`config.mk`:
```
export PLATFORM = sky130hd
export DESIGN_NAME = ctc_out_queue
export DESIGN_NICKNAME = d
export VERILOG_FILES = /design/src/hw/rtl/ctc_pkg.sv /design/src/hw/rtl/ctc_out_queue.sv
export SDC_FILE = /design/constraint.sdc
export NUM_CORES = 1
export LEC_CHECK = 0
export BUFFER_PORTS_ARGS = -buffer_cell sky130_fd_sc_hd__buf_2
export CAP_MARGIN = 20
export CELL_PAD_IN_SITES_DETAIL_PLACEMENT = 0
export CELL_PAD_IN_SITES_GLOBAL_PLACEMENT = 1
export CORE_MARGIN = 10
export CORE_UTILIZATION = 48
export DETAILED_ROUTE_END_ITERATION = 10
export GPL_ROUTABILITY_DRIVEN = 0
export GPL_TIMING_DRIVEN = 0
export PLACE_DENSITY = 0.8
export SYNTH_ARGS = -nofsm -noshare
export SYNTH_HDL_FRONTEND = slang
export SYNTH_SLANG_ARGS = --single-unit
```
`constraint.sdc`:
```
create_clock -name clk -period 2.9 [get_ports clk]
set_clock_uncertainty 0.1 [all_clocks]
set_input_delay 0.29 -clock clk [delete_from_list [all_inputs] [get_ports clk]]
set_output_delay 0.29 -clock clk [all_outputs]
set_load 0.05 [all_outputs]
```
`src/hw/rtl/ctc_pkg.sv`:
```
// ----------------------------------------------------------------------------
// ctc_pkg
// types, codes and keyword tables of the configuration token classifier
// ----------------------------------------------------------------------------
package ctc_pkg;

	localparam int MAX_LENGTH = 255;
	localparam int CNT_W      = $clog2(MAX_LENGTH + 1);
	localparam int LEN_W      = 8;
	localparam int CLS_W      = 5;
	localparam int NUM_KW     = 17;
	localparam int KW_MAX_LEN = 20;
	localparam int KW_IDX_W   = $clog2(KW_MAX_LEN);
	localparam int OQ_DEPTH   = 4;
	localparam int OQ_PTR_W   = $clog2(OQ_DEPTH);
	localparam int OQ_CNT_W   = $clog2(OQ_DEPTH + 1);

	typedef enum logic [CLS_W-1:0] {
		CLS_END         = 5'd0,
		CLS_SRV_NAME    = 5'd1,
		CLS_LISTEN      = 5'd2,
		CLS_ERR_PAGE    = 5'd3,
		CLS_BODY_MAX    = 5'd4,
		CLS_LOCATION    = 5'd5,
		CLS_ALLOW       = 5'd6,
		CLS_METHOD      = 5'd7,
		CLS_REDIRECT    = 5'd8,
		CLS_ROOT        = 5'd9,
		CLS_AUTOINDEX   = 5'd10,
		CLS_ON_OFF      = 5'd11,
		CLS_DEFAULT     = 5'd12,
		CLS_EXTENSION   = 5'd13,
		CLS_CGI         = 5'd14,
		CLS_UPLOAD      = 5'd15,
		CLS_LBRACE      = 5'd16,
		CLS_RBRACE      = 5'd17,
		CLS_NUMBER      = 5'd18,
		CLS_SEMI        = 5'd19,
		CLS_OTHER       = 5'd20
	} tok_cls_t;

	// shape flag bit positions
	localparam int SH_DIGITS = 0;
	localparam int SH_ZERO0  = 1;
	localparam int SH_DOT0   = 2;
	localparam int SH_DOT2   = 3;
	localparam logic [3:0] SHAPE_RESET = 4'b0001;

	localparam logic [7:0] CH_SPACE  = 8'h20;
	localparam logic [7:0] CH_NL     = 8'h0A;
	localparam logic [7:0] CH_TAB    = 8'h09;
	localparam logic [7:0] CH_SEMI   = 8'h3B;
	localparam logic [7:0] CH_LBRACE = 8'h7B;
	localparam logic [7:0] CH_RBRACE = 8'h7D;
	localparam logic [7:0] CH_DOT    = 8'h2E;
	localparam logic [7:0] CH_ZERO   = 8'h30;
	localparam logic [7:0] CH_NINE   = 8'h39;

	// keywords in match priority order, right-justified
	localparam logic [KW_MAX_LEN*8-1:0] KW_STR [NUM_KW] = '{
		{"server_", "name"}, "listen", {"error_", "page"}, {"client_body_", "size_max"},
		"location", {"allow_", "methods"}, "GET", "POST", "DELETE", "redirect",
		"root", "autoindex", "on", "off", "default", "cgi", "upload"
	};

	localparam int KW_LEN [NUM_KW] = '{
		11, 6, 10, 20, 8, 13, 3, 4, 6, 8, 4, 9, 2, 3, 7, 3, 6
	};

	localparam tok_cls_t KW_CLS [NUM_KW] = '{
		CLS_SRV_NAME, CLS_LISTEN, CLS_ERR_PAGE, CLS_BODY_MAX,
		CLS_LOCATION, CLS_ALLOW, CLS_METHOD, CLS_METHOD, CLS_METHOD,
		CLS_REDIRECT, CLS_ROOT, CLS_AUTOINDEX, CLS_ON_OFF, CLS_ON_OFF,
		CLS_DEFAULT, CLS_CGI, CLS_UPLOAD
	};

	typedef struct packed {
		tok_cls_t         cls;
		logic [LEN_W-1:0] len;
		logic             last;
	} res_t;

	typedef struct packed {
		logic [1:0] num;
		res_t       r0;
		res_t       r1;
	} lex_out_t;

	// character of keyword k at position pos, zero past its end
	function automatic logic [7:0] kw_char(input int k, input logic [KW_IDX_W-1:0] pos);
		int sh;
		sh = 8 * (KW_LEN[k] - 1 - int'(pos));
		if (int'(pos) < KW_LEN[k]) begin
			return KW_STR[k][sh +: 8];
		end
		return 8'h00;
	endfunction

	function automatic logic [LEN_W-1:0] sat_len(input logic [CNT_W-1:0] cnt);
		if (32'(cnt) > 32'(2 ** LEN_W - 1)) begin
			return '1;
		end
		return LEN_W'(cnt);
	endfunction

endpackage

```
`src/hw/rtl/ctc_out_queue.sv`:
```
// ----------------------------------------------------------------------------
// ctc_out_queue
// result queue, takes up to two results a cycle and gives one
// ----------------------------------------------------------------------------
module ctc_out_queue import ctc_pkg::*; (
	input  logic                clk,
	input  logic                arst_n,
	input  lex_out_t            push,
	input  logic                pop,
	output logic                head_valid,
	output res_t                head,
	output logic [OQ_CNT_W-1:0] count
);

	res_t                 mem_q [OQ_DEPTH];
	logic [OQ_PTR_W-1:0]  wr_q;
	logic [OQ_PTR_W-1:0]  rd_q;
	logic [OQ_CNT_W-1:0]  count_q;
	logic [OQ_PTR_W-1:0]  wr_nx;

	assign head_valid = (count_q != '0);
	assign head       = mem_q[rd_q];
	assign count      = count_q;
	assign wr_nx      = wr_q + OQ_PTR_W'(1);

	always_ff @(posedge clk) begin
		if (push.num != 2'd0) begin
			mem_q[wr_q] <= push.r0;
		end
		if (push.num == 2'd2) begin
			mem_q[wr_nx] <= push.r1;
		end
	end

	always_ff @(posedge clk or negedge arst_n) begin
		if (!arst_n) begin
			wr_q    <= '0;
			rd_q    <= '0;
			count_q <= '0;
		end else begin
			wr_q    <= wr_q + OQ_PTR_W'(push.num);
			count_q <= count_q + OQ_CNT_W'(push.num) - OQ_CNT_W'(pop);
			if (pop) begin
				rd_q <= rd_q + OQ_PTR_W'(1);
			end
		end
	end

endmodule

```
; Yosys cells after proc, flatten, opt, wreduce, memory -nomap -nowiden
; Memories as Yosys holds them, arrays and structs flattened.
; Cells that the tools add are included.
[op_classes]
eq_ne = 1
n_div = 0
addsub = 5
reduce_logical = 2
bitwise = 0
magnitude_cmp = 0
mul = 0
mux = 4
shift = 0
[ops]
columns = op, n
row1 = 2-bit by 1-bit adder with 2-bit output (second input constant), 2
row2 = 1-bit two-way mux, 4
row3 = 3-bit by 2-bit adder with 3-bit output, 1
row4 = 3-bit nonzero test, 1
row5 = 3-bit by 1-bit subtractor with 3-bit output, 1
row6 = 2-bit adder, 1
row7 = 2-bit == test (second input constant), 1
row8 = 2-bit nonzero test, 1
[totals]
latch_bits = 0
ram_bits = 56
mem_count = 1
rom_bits = 0
wordCells = 16
register_bits = 7
input_bits = 33
out_inout_bits = 18
[mem_list]
columns = memory, words, width, rd, rd_clocked_by_memory_dff, wr, line
row1 = mem_q, 4, 14, 1, 0, 2, ctc_out_queue.sv:15  ; res_t mem_q [OQ_DEPTH];

; Longest topological paths before layout
[depth]
depth_word = 3
depth_mapped = 7
ltp_nobuf = 7

; Worst setup path after synthesis
; No wires, ideal clock.
[synth_path]
path_type = flip-flop to flip-flop
start = reg wr_q[1]
end = mem mem_q[0][0] (netlist bit) (enable)
required_time_ns = 2.393
period_less_slack_ns = 2.179
setup_time_ns = 0.407
n_path_buf = 1
path_stages_with_launch = 3
arrival_time_ns = 1.672
path_slack_ns = 0.721
path_cell_list = dfrtp_1 -> buf_6 -> o31ai_1
[synth_lines]
columns = element, line
row1 = start: declaration, ctc_out_queue.sv:16  ; logic [OQ_PTR_W-1:0] wr_q;
row2 = start signal: assignment, ctc_out_queue.sv:41  ; wr_q <= wr_q + OQ_PTR_W'(push.num);
row3 = end: declaration, ctc_out_queue.sv:15

==> flow_metrics.tcl <==
set metrics [dict create \
    cts_buffer_depth 2 \
    initial_utilization_pct 50.2 \
    synthTopCellsByCount "edfxtp_1, mux2_2, mux4_2" \
    grt.total_usage_pct 13.3 \
    synthMostInstantiatedCell "edfxtp_1" \
    via_per_inst 5.60 \
    final_nets 274 \
    async_reset_ff_share_pct 11.1 \
    rr_startpoint "wr_q[0]" \
    crit_start "rd_q[0]" \
    setup_viol 0 \
    antenna_found_initial 0 \
    path_clk_slew_ps 70 \
    synth_area_leaders "edfxtp_1, mux2_2, mux4_2" \
    coreArea_sq_mm 0.00646 \
    drc_errors 0 \
    clkSinkCount 63 \
    hold_viol 0 \
    slew_headroom_pct 39.1 \
    max_stage_delay_ps 530 \
    max_freq_mhz 424 \
    worst_pin_slew_ps 909 \
    p_leak_uw 0.00147 \
    post_synth.cell_area_avg_sq_um 18.6 \
    cts_tree "yes" \
    vias 1782 \
    io_pins 51 \
    syn_nets 212 \
    area_growth_pct 18.7 \
    die_x_um 102 \
    outcome "finished clean" \
    core.rowCount 29 \
    yosys.area.top_type "edfxtp_1" \
    grt_max_degree 15 \
    drt-total-wl_mm 6.66 \
    clkLatencyLatePin_ps 340 \
    synth_edf_count 56 \
    ant_nets 0 \
    cp_data_arrival_time_ps 1970 \
    syn_area_sq_mm 0.00324 \
    endpoint_kind "primary output" \
    ys_warn_count 0 \
    final_cells 318 \
    drv_cap 0 \
    grt_overflow 0 \
    worstPathRequired_ps 2510 \
    cp_cell_sequence "buf_2, buf_4, mux4_2, buf_2" \
    rsz0062_at_grt "no" \
    critPathKind "flop to primary output" \
    finalCritPeriodShare_pct 81.4 \
    yosysSeqAreaShare_pct 57.2 \
    drt_iter0_markers 78 \
    r2r-end "mem_q[1][7]" \
    place_inst 301 \
    synth_flop_cell "edfxtp_1" \
    holdPathStages 2 \
    crit_top_cell "buf_2" \
    yosys_register_bits 63 \
    power.total_uw 4290 \
    avgRoutedWirePerCell_um 20.9 \
    fin_crit_ps 2360 \
    ir_drop_v 0.000778 \
    numCtsBuffers 9 \
    clock-root-buffer "clkbuf_8" \
    place_ws_ps 786 \
    io_buffers 49 \
    slowest_stage "mux4_2" \
    reg2regPathDepth 3 \
    dp_hpwl_mm 4.50 \
    postSynthCellCount 174 \
    place_area_sq_mm 0.00361 \
    yosysUniqueCellTypes 28 \
    final_max_slew_viol_count 0 \
    cp_max_fo 10 \
    regToRegSetupSlack_ps 780 \
    start_kind "flop" \
    stdcell_area_sq_mm 0.00385 \
    cts_max_level 3 \
    synth_top_area_share_pct 51.8 \
    fin_hold_ws_ps 85.9 \
    grt_pass1_wl_mm 10.3 \
    p_per_area_mw_per_mm2 1110 \
    die_height_um 102 \
    min-delay-start "pop" \
    drt_pass1_iterations 4 \
    endpoint "head[7]" \
    timing.final.ws_setup_ps 540 \
    die_area_sq_mm 0.0104 \
    drive_gt1_share_pct 61.4 \
    grt_pass1_vias 1958 \
    hp-class "input pin to flop" \
    antenna_cells 0 \
]
cells by family after synthesis:
group	after synthesis	share of synthesized area, %
adders and majority gates	5	2.16
muxes	71	30.9
and+or+nand+nor	9	3.28
AOI/OAI and AO/OA	3	0.810
DFF	63	57.2
xor gates and xnor gates	6	1.62
buffers and inverters	17	4.05
how the worst min path moves through the flow:
stage	slack, ps	end
6_report	90	rd_q[0]
2_1_floorplan	-110	count[0]
3_3_place_gp	40	count[0]
3_5_place_dp	40	count[2]
5_1_grt	100	rd_q[0]
4_1_cts	70	rd_q[0]
sequential cells by signal, summed over array words and instances (netlist names):
register	count
rd_q	2
wr_q	2
count	3
mem_q	56
critical path: cells and delay by family, from the launching register on:
family | cells | cell delay (ps)
buf+inv | 3 | 800
mux | 1 | 530
flops | 1 | 320
final cells by class:
class	count	area, sq um
multi-input combinational	94	1270
clock inverter	4	93.8
sequential	63	1860
fill	509	2610
timing repair buffer	51	267
inverter	6	22.5
clock buffer	12	135
tap	77	96.3
buffer	11	109
where the power goes:
group	total, uW	switching [uW]	internal, uW
sequential	1470	119	1360
combinational	1920	1240	673
clock	900	331	570
total	4290	1690	2600
routing by layer:
| metal | wire length (um) | track usage, % | vias to the layer above |
|---|---|---|---|
| met5 | 0 | 0 | - |
| met4 | 78 | 5.53 | 0 |
| met3 | 292 | 3.10 | 10 |
| met2 | 3460 | 21.7 | 40 |
| met1 | 2830 | 16.8 | 914 |
| li1 | - | - | 818 |
cells in the final DEF, fill, tap and decap left out, types with 3 or more instances in the layout:
cell type,netlist,routed
buf_2,2,51
buf_4,4,4
buf_6,3,4
bufinv_16,0,3
clkbuf_1,0,3
clkbuf_8,0,9
dfrtp_1,7,7
edfxtp_1,56,56
ha_1,4,4
inv_1,6,6
mux2_2,42,42
mux2_4,12,12
mux4_2,14,14
xnor2_1,5,5
stage by stage:
stage	utilization, %	TNS [ps]
floorplan	-	0
global placement	55.5	-4480
detailed placement	55.9	0
CTS	59.6	0
global route	59.6	0
finish	59.6	0
timing repair:
| item | 4_1_cts | 5_1_grt |
|---|---|---|
| endpoints found under the hold margin | 7 | 0 |
| buffers inserted | 0 | 0 |
| gates resized for setup | 0 | 0 |
| setup endpoints to repair | 0 | 0 |
| hold buffers | 1 | 0 |
No activity file was read; power rests on OpenSTA's default activity.
