### src/hw/rtl/ctc_pkg.sv
// ----------------------------------------------------------------------------
// ctc_pkg
// types, codes and keyword tables of the configuration token classifier
// ----------------------------------------------------------------------------
package ctc_pkg;

	localparam int MAX_LENGTH = 255;
	localparam int CNT_W      = $clog2(MAX_LENGTH + 1);
	localparam int LEN_W      = 8;
	localparam int CLS_W      = 5;
	localparam int NUM_KW     = 17;
	localparam int KW_MAX_LEN = 20;
	localparam int KW_IDX_W   = $clog2(KW_MAX_LEN);
	localparam int OQ_DEPTH   = 4;
	localparam int OQ_PTR_W   = $clog2(OQ_DEPTH);
	localparam int OQ_CNT_W   = $clog2(OQ_DEPTH + 1);

	typedef enum logic [CLS_W-1:0] {
		CLS_END         = 5'd0,
		CLS_SRV_NAME    = 5'd1,
		CLS_LISTEN      = 5'd2,
		CLS_ERR_PAGE    = 5'd3,
		CLS_BODY_MAX    = 5'd4,
		CLS_LOCATION    = 5'd5,
		CLS_ALLOW       = 5'd6,
		CLS_METHOD      = 5'd7,
		CLS_REDIRECT    = 5'd8,
		CLS_ROOT        = 5'd9,
		CLS_AUTOINDEX   = 5'd10,
		CLS_ON_OFF      = 5'd11,
		CLS_DEFAULT     = 5'd12,
		CLS_EXTENSION   = 5'd13,
		CLS_CGI         = 5'd14,
		CLS_UPLOAD      = 5'd15,
		CLS_LBRACE      = 5'd16,
		CLS_RBRACE      = 5'd17,
		CLS_NUMBER      = 5'd18,
		CLS_SEMI        = 5'd19,
		CLS_OTHER       = 5'd20
	} tok_cls_t;

	// shape flag bit positions
	localparam int SH_DIGITS = 0;
	localparam int SH_ZERO0  = 1;
	localparam int SH_DOT0   = 2;
	localparam int SH_DOT2   = 3;
	localparam logic [3:0] SHAPE_RESET = 4'b0001;

	localparam logic [7:0] CH_SPACE  = 8'h20;
	localparam logic [7:0] CH_NL     = 8'h0A;
	localparam logic [7:0] CH_TAB    = 8'h09;
	localparam logic [7:0] CH_SEMI   = 8'h3B;
	localparam logic [7:0] CH_LBRACE = 8'h7B;
	localparam logic [7:0] CH_RBRACE = 8'h7D;
	localparam logic [7:0] CH_DOT    = 8'h2E;
	localparam logic [7:0] CH_ZERO   = 8'h30;
	localparam logic [7:0] CH_NINE   = 8'h39;

	// keywords in match priority order, right-justified
	localparam logic [KW_MAX_LEN*8-1:0] KW_STR [NUM_KW] = '{
		{"server_", "name"}, "listen", {"error_", "page"}, {"client_body_", "size_max"},
		"location", {"allow_", "methods"}, "GET", "POST", "DELETE", "redirect",
		"root", "autoindex", "on", "off", "default", "cgi", "upload"
	};

	localparam int KW_LEN [NUM_KW] = '{
		11, 6, 10, 20, 8, 13, 3, 4, 6, 8, 4, 9, 2, 3, 7, 3, 6
	};

	localparam tok_cls_t KW_CLS [NUM_KW] = '{
		CLS_SRV_NAME, CLS_LISTEN, CLS_ERR_PAGE, CLS_BODY_MAX,
		CLS_LOCATION, CLS_ALLOW, CLS_METHOD, CLS_METHOD, CLS_METHOD,
		CLS_REDIRECT, CLS_ROOT, CLS_AUTOINDEX, CLS_ON_OFF, CLS_ON_OFF,
		CLS_DEFAULT, CLS_CGI, CLS_UPLOAD
	};

	typedef struct packed {
		tok_cls_t         cls;
		logic [LEN_W-1:0] len;
		logic             last;
	} res_t;

	typedef struct packed {
		logic [1:0] num;
		res_t       r0;
		res_t       r1;
	} lex_out_t;

	// character of keyword k at position pos, zero past its end
	function automatic logic [7:0] kw_char(input int k, input logic [KW_IDX_W-1:0] pos);
		int sh;
		sh = 8 * (KW_LEN[k] - 1 - int'(pos));
		if (int'(pos) < KW_LEN[k]) begin
			return KW_STR[k][sh +: 8];
		end
		return 8'h00;
	endfunction

	function automatic logic [LEN_W-1:0] sat_len(input logic [CNT_W-1:0] cnt);
		if (32'(cnt) > 32'(2 ** LEN_W - 1)) begin
			return '1;
		end
		return LEN_W'(cnt);
	endfunction

endpackage

### src/hw/rtl/ctc_lexer.sv
// ----------------------------------------------------------------------------
// ctc_lexer
// token state and classification, up to two results per character
// ----------------------------------------------------------------------------
module ctc_lexer import ctc_pkg::*; (
	input  logic     clk,
	input  logic     arst_n,
	input  logic     advance,
	input  logic [7:0] byte_s1,
	input  logic     eot_s1,
	output lex_out_t lex
);

	logic [NUM_KW-1:0] alive_q;
	logic [CNT_W-1:0]  cnt_q;
	logic [3:0]        shape_q;

	logic [NUM_KW-1:0] alive_app;
	logic [CNT_W-1:0]  cnt_app;
	logic [3:0]        shape_app;
	logic              kw_hit;
	tok_cls_t          kw_cls;
	tok_cls_t          pend_cls;
	tok_cls_t          spec_cls;
	logic              is_ext;
	logic              is_num;
	logic              is_sep;
	logic              is_spec;
	logic              pending;
	logic              clear;
	logic              append;
	logic              digit;
	res_t              pend_res;

	// classify the pending token
	always_comb begin
		kw_hit = 1'b0;
		kw_cls = CLS_OTHER;
		for (int k = 0; k < NUM_KW; k++) begin
			if (!kw_hit && alive_q[k] && cnt_q == CNT_W'(KW_LEN[k])) begin
				kw_hit = 1'b1;
				kw_cls = KW_CLS[k];
			end
		end
		is_ext = (cnt_q > CNT_W'(1)) && shape_q[SH_DOT0] && !shape_q[SH_DOT2];
		is_num = (cnt_q != '0) && shape_q[SH_DIGITS] && !shape_q[SH_ZERO0];
		priority if (kw_hit && kw_cls <= CLS_DEFAULT) begin
			pend_cls = kw_cls;
		end else if (is_ext) begin
			pend_cls = CLS_EXTENSION;
		end else if (kw_hit) begin
			pend_cls = kw_cls;
		end else if (is_num) begin
			pend_cls = CLS_NUMBER;
		end else begin
			pend_cls = CLS_OTHER;
		end
	end

	// append one character
	always_comb begin
		digit = (byte_s1 >= CH_ZERO) && (byte_s1 <= CH_NINE);
		for (int k = 0; k < NUM_KW; k++) begin
			alive_app[k] = alive_q[k] && (cnt_q < CNT_W'(KW_LEN[k]))
				&& (kw_char(k, cnt_q[KW_IDX_W-1:0]) == byte_s1);
		end
		shape_app = shape_q;
		if (!digit) begin
			shape_app[SH_DIGITS] = 1'b0;
		end
		if (cnt_q == '0) begin
			if (byte_s1 == CH_ZERO) begin
				shape_app[SH_ZERO0] = 1'b1;
			end
			if (byte_s1 == CH_DOT) begin
				shape_app[SH_DOT0] = 1'b1;
			end
		end else if (byte_s1 == CH_DOT) begin
			shape_app[SH_DOT2] = 1'b1;
		end
		cnt_app = (cnt_q < CNT_W'(MAX_LENGTH)) ? cnt_q + CNT_W'(1) : cnt_q;
	end

	// result selection
	always_comb begin
		is_sep  = (byte_s1 == CH_SPACE) || (byte_s1 == CH_NL) || (byte_s1 == CH_TAB);
		is_spec = 1'b1;
		unique case (byte_s1)
			CH_SEMI:   spec_cls = CLS_SEMI;
			CH_LBRACE: spec_cls = CLS_LBRACE;
			CH_RBRACE: spec_cls = CLS_RBRACE;
			default: begin
				spec_cls = CLS_OTHER;
				is_spec  = 1'b0;
			end
		endcase
		pending  = (cnt_q != '0);
		pend_res = '{cls: pend_cls, len: sat_len(cnt_q), last: 1'b0};
		lex      = '{num: 2'd0, r0: pend_res, r1: pend_res};
		clear    = 1'b0;
		append   = 1'b0;
		priority if (eot_s1) begin
			clear = 1'b1;
			if (pending) begin
				lex.num = 2'd2;
				lex.r1  = '{cls: CLS_END, len: '0, last: 1'b1};
			end else begin
				lex.num = 2'd1;
				lex.r0  = '{cls: CLS_END, len: '0, last: 1'b1};
			end
		end else if (is_sep) begin
			clear = 1'b1;
			if (pending) begin
				lex.num     = 2'd1;
				lex.r0.last = 1'b1;
			end
		end else if (is_spec) begin
			clear = 1'b1;
			if (pending) begin
				lex.num = 2'd2;
				lex.r1  = '{cls: spec_cls, len: LEN_W'(1), last: 1'b1};
			end else begin
				lex.num = 2'd1;
				lex.r0  = '{cls: spec_cls, len: LEN_W'(1), last: 1'b1};
			end
		end else begin
			append = 1'b1;
		end
	end

	always_ff @(posedge clk or negedge arst_n) begin
		if (!arst_n) begin
			alive_q <= '1;
			cnt_q   <= '0;
			shape_q <= SHAPE_RESET;
		end else if (advance) begin
			if (clear) begin
				alive_q <= '1;
				cnt_q   <= '0;
				shape_q <= SHAPE_RESET;
			end else if (append) begin
				alive_q <= alive_app;
				cnt_q   <= cnt_app;
				shape_q <= shape_app;
			end
		end
	end

endmodule

### config.mk
export PLATFORM = sky130hd
export DESIGN_NAME = ctc_lexer
export DESIGN_NICKNAME = d
export VERILOG_FILES = /design/src/hw/rtl/ctc_pkg.sv /design/src/hw/rtl/ctc_lexer.sv
export SDC_FILE = /design/constraint.sdc
export NUM_CORES = 1
export LEC_CHECK = 0
export CAP_MARGIN = 5
export CORE_MARGIN = 2
export CORE_UTILIZATION = 37
export DETAILED_ROUTE_END_ITERATION = 10
export DONT_BUFFER_PORTS = 1
export PLACE_DENSITY = 0.55
export RECOVER_POWER = 50
export SLEW_MARGIN = 5
export SYNTH_ARGS = -nofsm -noshare
export SYNTH_HDL_FRONTEND = slang
export SYNTH_SLANG_ARGS = --single-unit
### constraint.sdc
create_clock -name clk -period 4.2 [get_ports clk]
set_input_delay 0.63 -clock clk [delete_from_list [all_inputs] [get_ports clk]]
set_output_delay 0.63 -clock clk [all_outputs]
set_load 0.02 [all_outputs]
Word-level counts from Yosys, hierarchy flattened
Cells that the tools add are included.

Add/sub/neg operators: 12. $lt $le $gt $ge: 27. Eq/ne operators: 38. Shifts and indexed selects: 17. Mux-type cells: 116. Reduce and logical (&&, ||, !) cells: 107.

Operator list (number): 160-bit by 9-bit indexed part select with 8-bit output, first input constant (17); 8-bit two-way mux (37); 8-bit == test (17); 5-bit two-way mux (20); 1-bit logical AND (73); 14-bit two-way mux (5); 30-bit two-way mux (2); 8-bit by 4-bit == test with 1-bit output, second input constant (7); 1-bit two-way mux (42); 8-bit by 4-bit < comparator with 1-bit output, second input constant (5); 17-bit two-way mux (2); 8-bit by 6-bit == test with 1-bit output, second input constant (4); 5-bit by 4-bit < comparator with 1-bit output, second input constant (5); 8-bit by 3-bit == test with 1-bit output, second input constant (3); 8-bit by 3-bit < comparator with 1-bit output, second input constant (3); 4-bit by 5-bit subtractor with 6-bit output, first input constant (4); 1-bit zero test (18); 3-bit by 5-bit subtractor with 6-bit output, first input constant (3); 8-bit by 2-bit == test with 1-bit output, second input constant (2); 8-bit by 7-bit == test with 1-bit output, second input constant (2); 8-bit by 2-bit < comparator with 1-bit output, second input constant (2); 5-bit by 3-bit < comparator with 1-bit output, second input constant (3); 13-bit two-way mux (1); 4-bit AND reduction (3); other kinds (25) (37).

Flip-flop bits (word level): 29. Input bits: 12. Output and inout bits: 30. Logic and storage cells: 323.

Depth between registers and ports, before layout
Gate-level depths: netlist of the first run.

Depth after elaboration: 74. Mapped depth: 13. Gate-level depth less buffers: 10.

Worst setup path after synthesis of the first run
No wires, ideal clock.

Kind: reg-to-output. From: register cnt_q[0]. To: output lex[25] in the netlist's numbering. Arrival: 2816 ps. Setup slack: 754 ps. Cell stages (with the launch flop): 13. Path through: dfrtp_1 -> buf_4 -> clkinv_1 -> clkbuf_1 -> ha_1 -> buf_2 -> and3_1 -> nor3_1 -> o21ai_0 -> nor2_1 -> a32oi_1 -> o32ai_1 -> nor2b_1.

RTL lines: start, declared (RTL line ctc_lexer.sv:15) `logic [CNT_W-1:0] cnt_q;`; start signal, assigned (RTL line ctc_lexer.sv:143) `cnt_q <= cnt_app;`; end, declared (RTL line ctc_lexer.sv:11) `output lex_out_t lex`.

==> results of run 1 <==
==> cells by family (layout without fill, tap and decap cells) <==
group           Yosys count  count (layout)  synth area share
fa+ha+maj                20              20            0.0425
mux                      19              19            0.0338
buf+inv                 108              81            0.0799
compound gates          291             291             0.330
flops                    29              29             0.127
simple gates            368             368             0.322
xor+xnor                 44              44            0.0654
==> routing by layer <==
layer	track usage	vias up	wire length, um
met1	0.417	3383	10800
li1	-	3208	-
met5	0	-	47
met3	0.0570	87	2450
met2	0.444	422	10800
met4	0.112	2	1140
==> state kept, by name, summed over array words and instances (netlist names) <==
signal / count
cnt_q: 8
alive_q: 17
shape_q: 4
==> per-stage QoR <==
step | util | setup slack [ns]
2_1_floorplan | - | 0.754
3_3_place_gp | 0.392 | 0.679
3_5_place_dp | 0.392 | 0.671
4_1_cts | 0.403 | 0.374
5_1_grt | 0.403 | 0.190
6_report | 0.403 | 0.280
==> worst max path at each step <==
| stage | from | end | slack [ns] |
|---|---|---|---|
| after floorplan | cnt_q[0] | lex[25] | 0.75 |
| after global placement | cnt_q[6] | lex[10] | 0.68 |
| after detailed placement | cnt_q[6] | lex[10] | 0.67 |
| after CTS | cnt_q[6] | lex[10] | 0.37 |
| after global routing | cnt_q[6] | lex[10] | 0.19 |
| final | cnt_q[6] | lex[10] | 0.28 |
==> power groups by stage <==
stage | logic [uW] | registers [uW] | clock network, uW
after floorplan | 837 | 331 | 0
after global placement | 1070 | 345 | 0
after detailed placement | 1060 | 344 | 0
after CTS | 1070 | 340 | 459
after global routing | 1180 | 342 | 467
final | 1090 | 342 | 460
==> layout make-up <==
cell class              count  share of cell area
flip-flops and latches     29               0.118
multi-input cells         742               0.738
clock inverters             3             0.00731
repair buffers             53              0.0622
inverters                  20              0.0121
clock buffers               5              0.0198
well taps                 216              0.0427
==> worst max-delay path, delay by kind of cell, from the launching register on <==
| kind | cells | cell delay [ns] |
|---|---|---|
| buf+inv | 1 | 0.18 |
| simple gates | 4 | 1.30 |
| flops | 1 | 0.55 |
| compound gates | 3 | 0.95 |
==> layout by cell type, fill, tap and decap left out, types with 8 or more instances in the layout <==
cell type / count
and3_1: 16
dfrtp_1: 10
nand2b_1: 19
nor3_1: 36
or2_2: 8
o22ai_1: 16
inv_1: 14
o211ai_1: 8
a21oi_1: 59
nor2_1: 78
nand2_1: 90
nand3_1: 21
and2_1: 11
a211oi_1: 15
nor2b_1: 16
mux2i_1: 15
o31ai_1: 13
dfstp_2: 18
or3_1: 12
nand4_1: 18
ha_1: 20
a31oi_1: 21
o21ai_0: 69
xnor2_1: 28
xor2_1: 16
nor4_1: 9
buf_4: 52
a22oi_1: 8
==> impl_metrics.json, run 1 <==
{
  "slew_violations": 0,
  "layout.nets": 883,
  "die_y_um": 130,
  "dr.pass1.iters": 7,
  "cts_tree": "yes",
  "hold_viol": 0,
  "crit_type": "reg2out",
  "rsz0062_at_grt": "false",
  "fin_cells": 1068,
  "core_um2": 15700,
  "outcome": "completed",
  "grt_pass1_wl_um": 38200,
  "syn_area_per_cell_um2": 6.70,
  "peakVddDrop_mv": 0.147,
  "syn_to_final_growth_pct": 7.52,
  "port_buffers": 0,
  "path_max_fanout": 8,
  "fillers": 1720,
  "grt_max_degree": 62,
  "synth_flop_cell": "dfstp_2",
  "clock_power_share": 0.243,
  "fin_skew_ns": 0.00950,
  "ant_nets": 0,
  "p_per_area_nw_per_um2": 299,
  "max_cap_violations": 0,
  "synthDistinctLibCells": 85,
  "period_needed_ns": 3.92,
  "regToRegSetupSlack_ns": 0.68,
  "placed_area_um2": 6170,
  "clk_latency_ns": 0.30,
  "cp_slowest_stage_delay_ns": 0.56,
  "fin_hold_ws_ns": 0.0194,
  "cts_buffer_depth": 2,
  "htree_levels": 2,
  "crit_chain": "nor3_2 > nand2_1 > o21ai_0 > nor2_1 > and3_1 > o31ai_1 > o22ai_1 > buf_4",
  "end_kind": "output port",
  "grt_pass1_vias": 6279,
  "routed_wirelength_um": 25200,
  "synth_largest_area_cell": "dfstp_2",
  "multi_input_area_um2": 4670,
  "ys_warn_count": 0,
  "grt.overflow.total": 0,
  "die_area_um2": 16900,
  "switchingPower_uw": 873,
  "dp_hpwl_um": 17300,
  "clockRootBuffer": "clkbuf_16",
  "place_congestion": 0.966,
  "place_inst": 1060,
  "fin_setup_tns_ns": 0,
  "p_seq_frac": 0.181,
  "dieWidth_um": 130,
  "timing.rr.end": "alive_q[2]",
  "cpMaxStageDelayCell": "nor3_2",
  "finalPower_uw": 1890,
  "drt_iter0_drc": 945,
  "hp-class": "in2async",
  "max-slew-margin-rel": 0.391,
  "final-seq-area_um2": 749,
  "worstPathArrival_ns": 3.29,
  "initial_core_util": 0.375,
  "rows": 46,
  "diodes": 0,
  "p_int_uw": 1020,
  "cts_made_buffers": 5,
  "swShare": 0.461,
  "syn_inst": 879,
  "fin_crit_sh": 0.933,
  "postCtsSetupRepairBufs": 0,
  "drt_drc_violations_left": 0,
  "fmax_mhz": 255,
  "vias": 7102,
  "viasPerCell": 6.65,
  "tightest_slew_ns": 0.906,
  "layout-drive-gt1-share": 0.129,
  "boundaryPins": 42,
  "synth_common_cells": "90 x nand2_1, 78 x nor2_1, 69 x o21ai_0",
  "synth_edf_count": 0,
  "r2r_start": "cnt_q[3]",
  "grtUsageTotal": 0.296,
  "wl_per_cell_um": 23.6,
  "comb_power_share": 0.576,
  "worstPathRequired_ns": 3.57,
  "setup_viol": 0,
  "synth_nets": 911,
  "synth_area_um2": 5890,
  "yosysMostFrequentCell": "nand2_1",
  "synth_area_leaders": "dfstp_2 8.0%, o21ai_0 5.9%, nand2_1 5.7%, a21oi_1 5.0%, nor2_1 5.0%",
  "clk_pin_slew_ns": 0.07,
  "yosysSeqAreaShare": 0.127,
  "postSynth.asyncResetShare": 1.00,
  "final_cell_area_um2": 6330,
  "grt_antenna_before_repair": 1,
  "cts_sinks": 29,
  "synth_top_area_share": 0.0803,
  "r2r.worst_path.cells": 10,
  "holdBufCountCts": 0,
  "ys_ff_latch": 29,
  "start_kind": "flip-flop",
  "cts_resized": 0,
  "leakagePower_uw": 0.00243
}
No activity file was read; power rests on OpenSTA's default activity.
==> inputs of run 2 (changes only) <==
--- a/config.mk
+++ b/config.mk
@@ -10,6 +10,7 @@
 export CORE_UTILIZATION = 37
 export DETAILED_ROUTE_END_ITERATION = 10
 export DONT_BUFFER_PORTS = 1
+export GPL_TIMING_DRIVEN = 0
 export PLACE_DENSITY = 0.55
 export RECOVER_POWER = 50
 export SLEW_MARGIN = 5
==> run 2 against run 1 <==
Final cell count increased by 3.3%. Total power increased by 0.72%. Global-route usage rose by 4.6 points. Count of clock-buffer cells in the layout rose by 1. Setup slack got worse by 0.17 ns. Critical endpoint is now lex[23].
==> impl_metrics.json, run 2 (synthesized netlist as in run 1, its figures left out) <==
{
  "drt_drc_violations_left": 0,
  "place_congestion": 1.01,
  "clockRootBuffer": "clkbuf_16",
  "start_kind": "flip-flop",
  "fin_crit_sh": 0.974,
  "place_inst": 1095,
  "dr.pass1.iters": 8,
  "diodes": 0,
  "initial_core_util": 0.375,
  "setup_viol": 0,
  "cp_slowest_stage_delay_ns": 0.44,
  "drt_iter0_drc": 1168,
  "grt_pass1_wl_um": 43200,
  "vias": 7475,
  "finalPower_uw": 1910,
  "cts_made_buffers": 5,
  "placed_area_um2": 6160,
  "leakagePower_uw": 0.00238,
  "path_max_fanout": 11,
  "worstPathRequired_ns": 3.57,
  "ant_nets": 0,
  "fin_cells": 1103,
  "outcome": "completed",
  "grt_pass1_vias": 6850,
  "dieWidth_um": 130,
  "fmax_mhz": 244,
  "gr-usage-met3": 0.0779,
  "worstPathArrival_ns": 3.46,
  "cts_buffer_depth": 2,
  "grt-busiest-layer": "met2",
  "grt_max_degree": 30,
  "hp-class": "in2async",
  "cpMaxStageDelayCell": "dfrtp_1",
  "viasPerCell": 6.78,
  "fin_setup_tns_ns": 0,
  "fin_skew_ns": 0.00282,
  "cp_num_buf_inv": 5,
  "dp_hpwl_um": 21600,
  "met2_usage": 0.490,
  "clk_latency_ns": 0.28,
  "max_flop_register": "alive_q",
  "layout.nets": 918,
  "postCtsSetupRepairBufs": 0,
  "hold_viol": 0,
  "wl_per_cell_um": 26.4,
  "rsz0062_at_grt": "false",
  "p_per_area_nw_per_um2": 299,
  "cpMostUsedCell": "buf_4",
  "cts_tree": "yes",
  "rows": 46,
  "crit_chain": "buf_4 > clkinv_2 > buf_4 > ha_1 > buf_2 > clkbuf_4 > o211ai_1 > nand3b_1 > o21ai_0 > a21oi_1 > o41a_1 > o22ai_2",
  "clk_pin_slew_ns": 0.05,
  "port_buffers": 0,
  "met1_usage": 0.475,
  "max_cap_violations": 0,
  "end_kind": "output port",
  "layout-drive-gt1-share": 0.113,
  "cp_top_family": "buffers and inverters",
  "grt.overflow.total": 0,
  "htree_levels": 2,
  "grt_antenna_before_repair": 0,
  "final_cell_mix": "90 x nand2_1, 75 x nor2_1, 67 x o21ai_0",
  "tightest_slew_ns": 1.02,
  "routed_wirelength_um": 29100,
  "die_y_um": 130,
  "crit_type": "reg2out",
  "cts_sinks": 29,
  "syn_to_final_growth_pct": 8.28,
  "slew_violations": 0,
  "boundaryPins": 42,
  "mostFrequentLayoutCell": "nand2_1",
  "die_area_um2": 16900,
  "core_um2": 15700,
  "holdBufCountCts": 0,
  "largest_reg_flops": 17,
  "peakVddDrop_mv": 0.138,
  "final_cell_area_um2": 6380,
  "max-slew-margin-rel": 0.321,
  "period_needed_ns": 4.09,
  "reg_top3": "alive_q: 17 flops, cnt_q: 8 flops, shape_q: 4 flops",
  "grtUsageTotal": 0.341
}
[run 2: repair_timing]
action,CTS,global route
gates resized for setup,14,23
endpoints found under the hold margin,0,0
setup endpoints to repair,26,16
pin swaps,0,0
[run 2: per-layer routing]
metal	vias up	wire length, um
met5	-	0
met4	0	1670
met3	120	3690
met2	599	12100
met1	3475	11700
li1	3281	-
[run 2: worst reg2reg max path, delay by kind of cell (launching register included)]
family,cells,cell delay (ns)
AO/OA/AOI/OAI,4,0.92
adder cells (fa/ha/maj),1,0.31
flip-flops,1,0.44
buffers and inverters,6,2.29
[run 2: where the power goes]
part / total, uW / switching [uW] / internal (uW)
Clock: 348 / 130 / 217
Sequential: 344 / 29.5 / 314
Combinational: 1220 / 807 / 410
[run 2: cell type report]
| cell class | count | area [um^2] |
|---|---|---|
| Sequential cell | 29 | 749 |
| Buffer | 88 | 407 |
| Tap cell | 216 | 270 |
| Inverter | 20 | 80.1 |
| Multi-Input combinational cell | 742 | 4730 |
| Fill cell | 1728 | 9330 |
| Clock buffer | 6 | 129 |
| Clock inverter | 2 | 10.0 |
[run 2: worst paths after layout]
kind	start	end	slack, ns	depth (start not counted)
min in group clk	shape_q[3]	shape_q[3]	0.49	2
min	arst_n	shape_q[1]	0.04	0
max reg2reg	cnt_q[0]	alive_q[5]	0.12	11
min reg2reg	shape_q[3]	shape_q[3]	0.49	2
max in group asynchronous	arst_n	alive_q[10]	3.97	0
max	cnt_q[0]	lex[23]	0.11	12
[run 2: metrics by stage]
step	setup WS, ns	hold slack [ns]	utilization
after floorplan	0.754	0.334	-
after global placement	-0.555	0.335	0.392
after detailed placement	-0.518	0.335	0.392
after CTS	-0.0138	0.0411	0.403
after global routing	0.0192	0.0356	0.406
final	0.108	0.0439	0.406
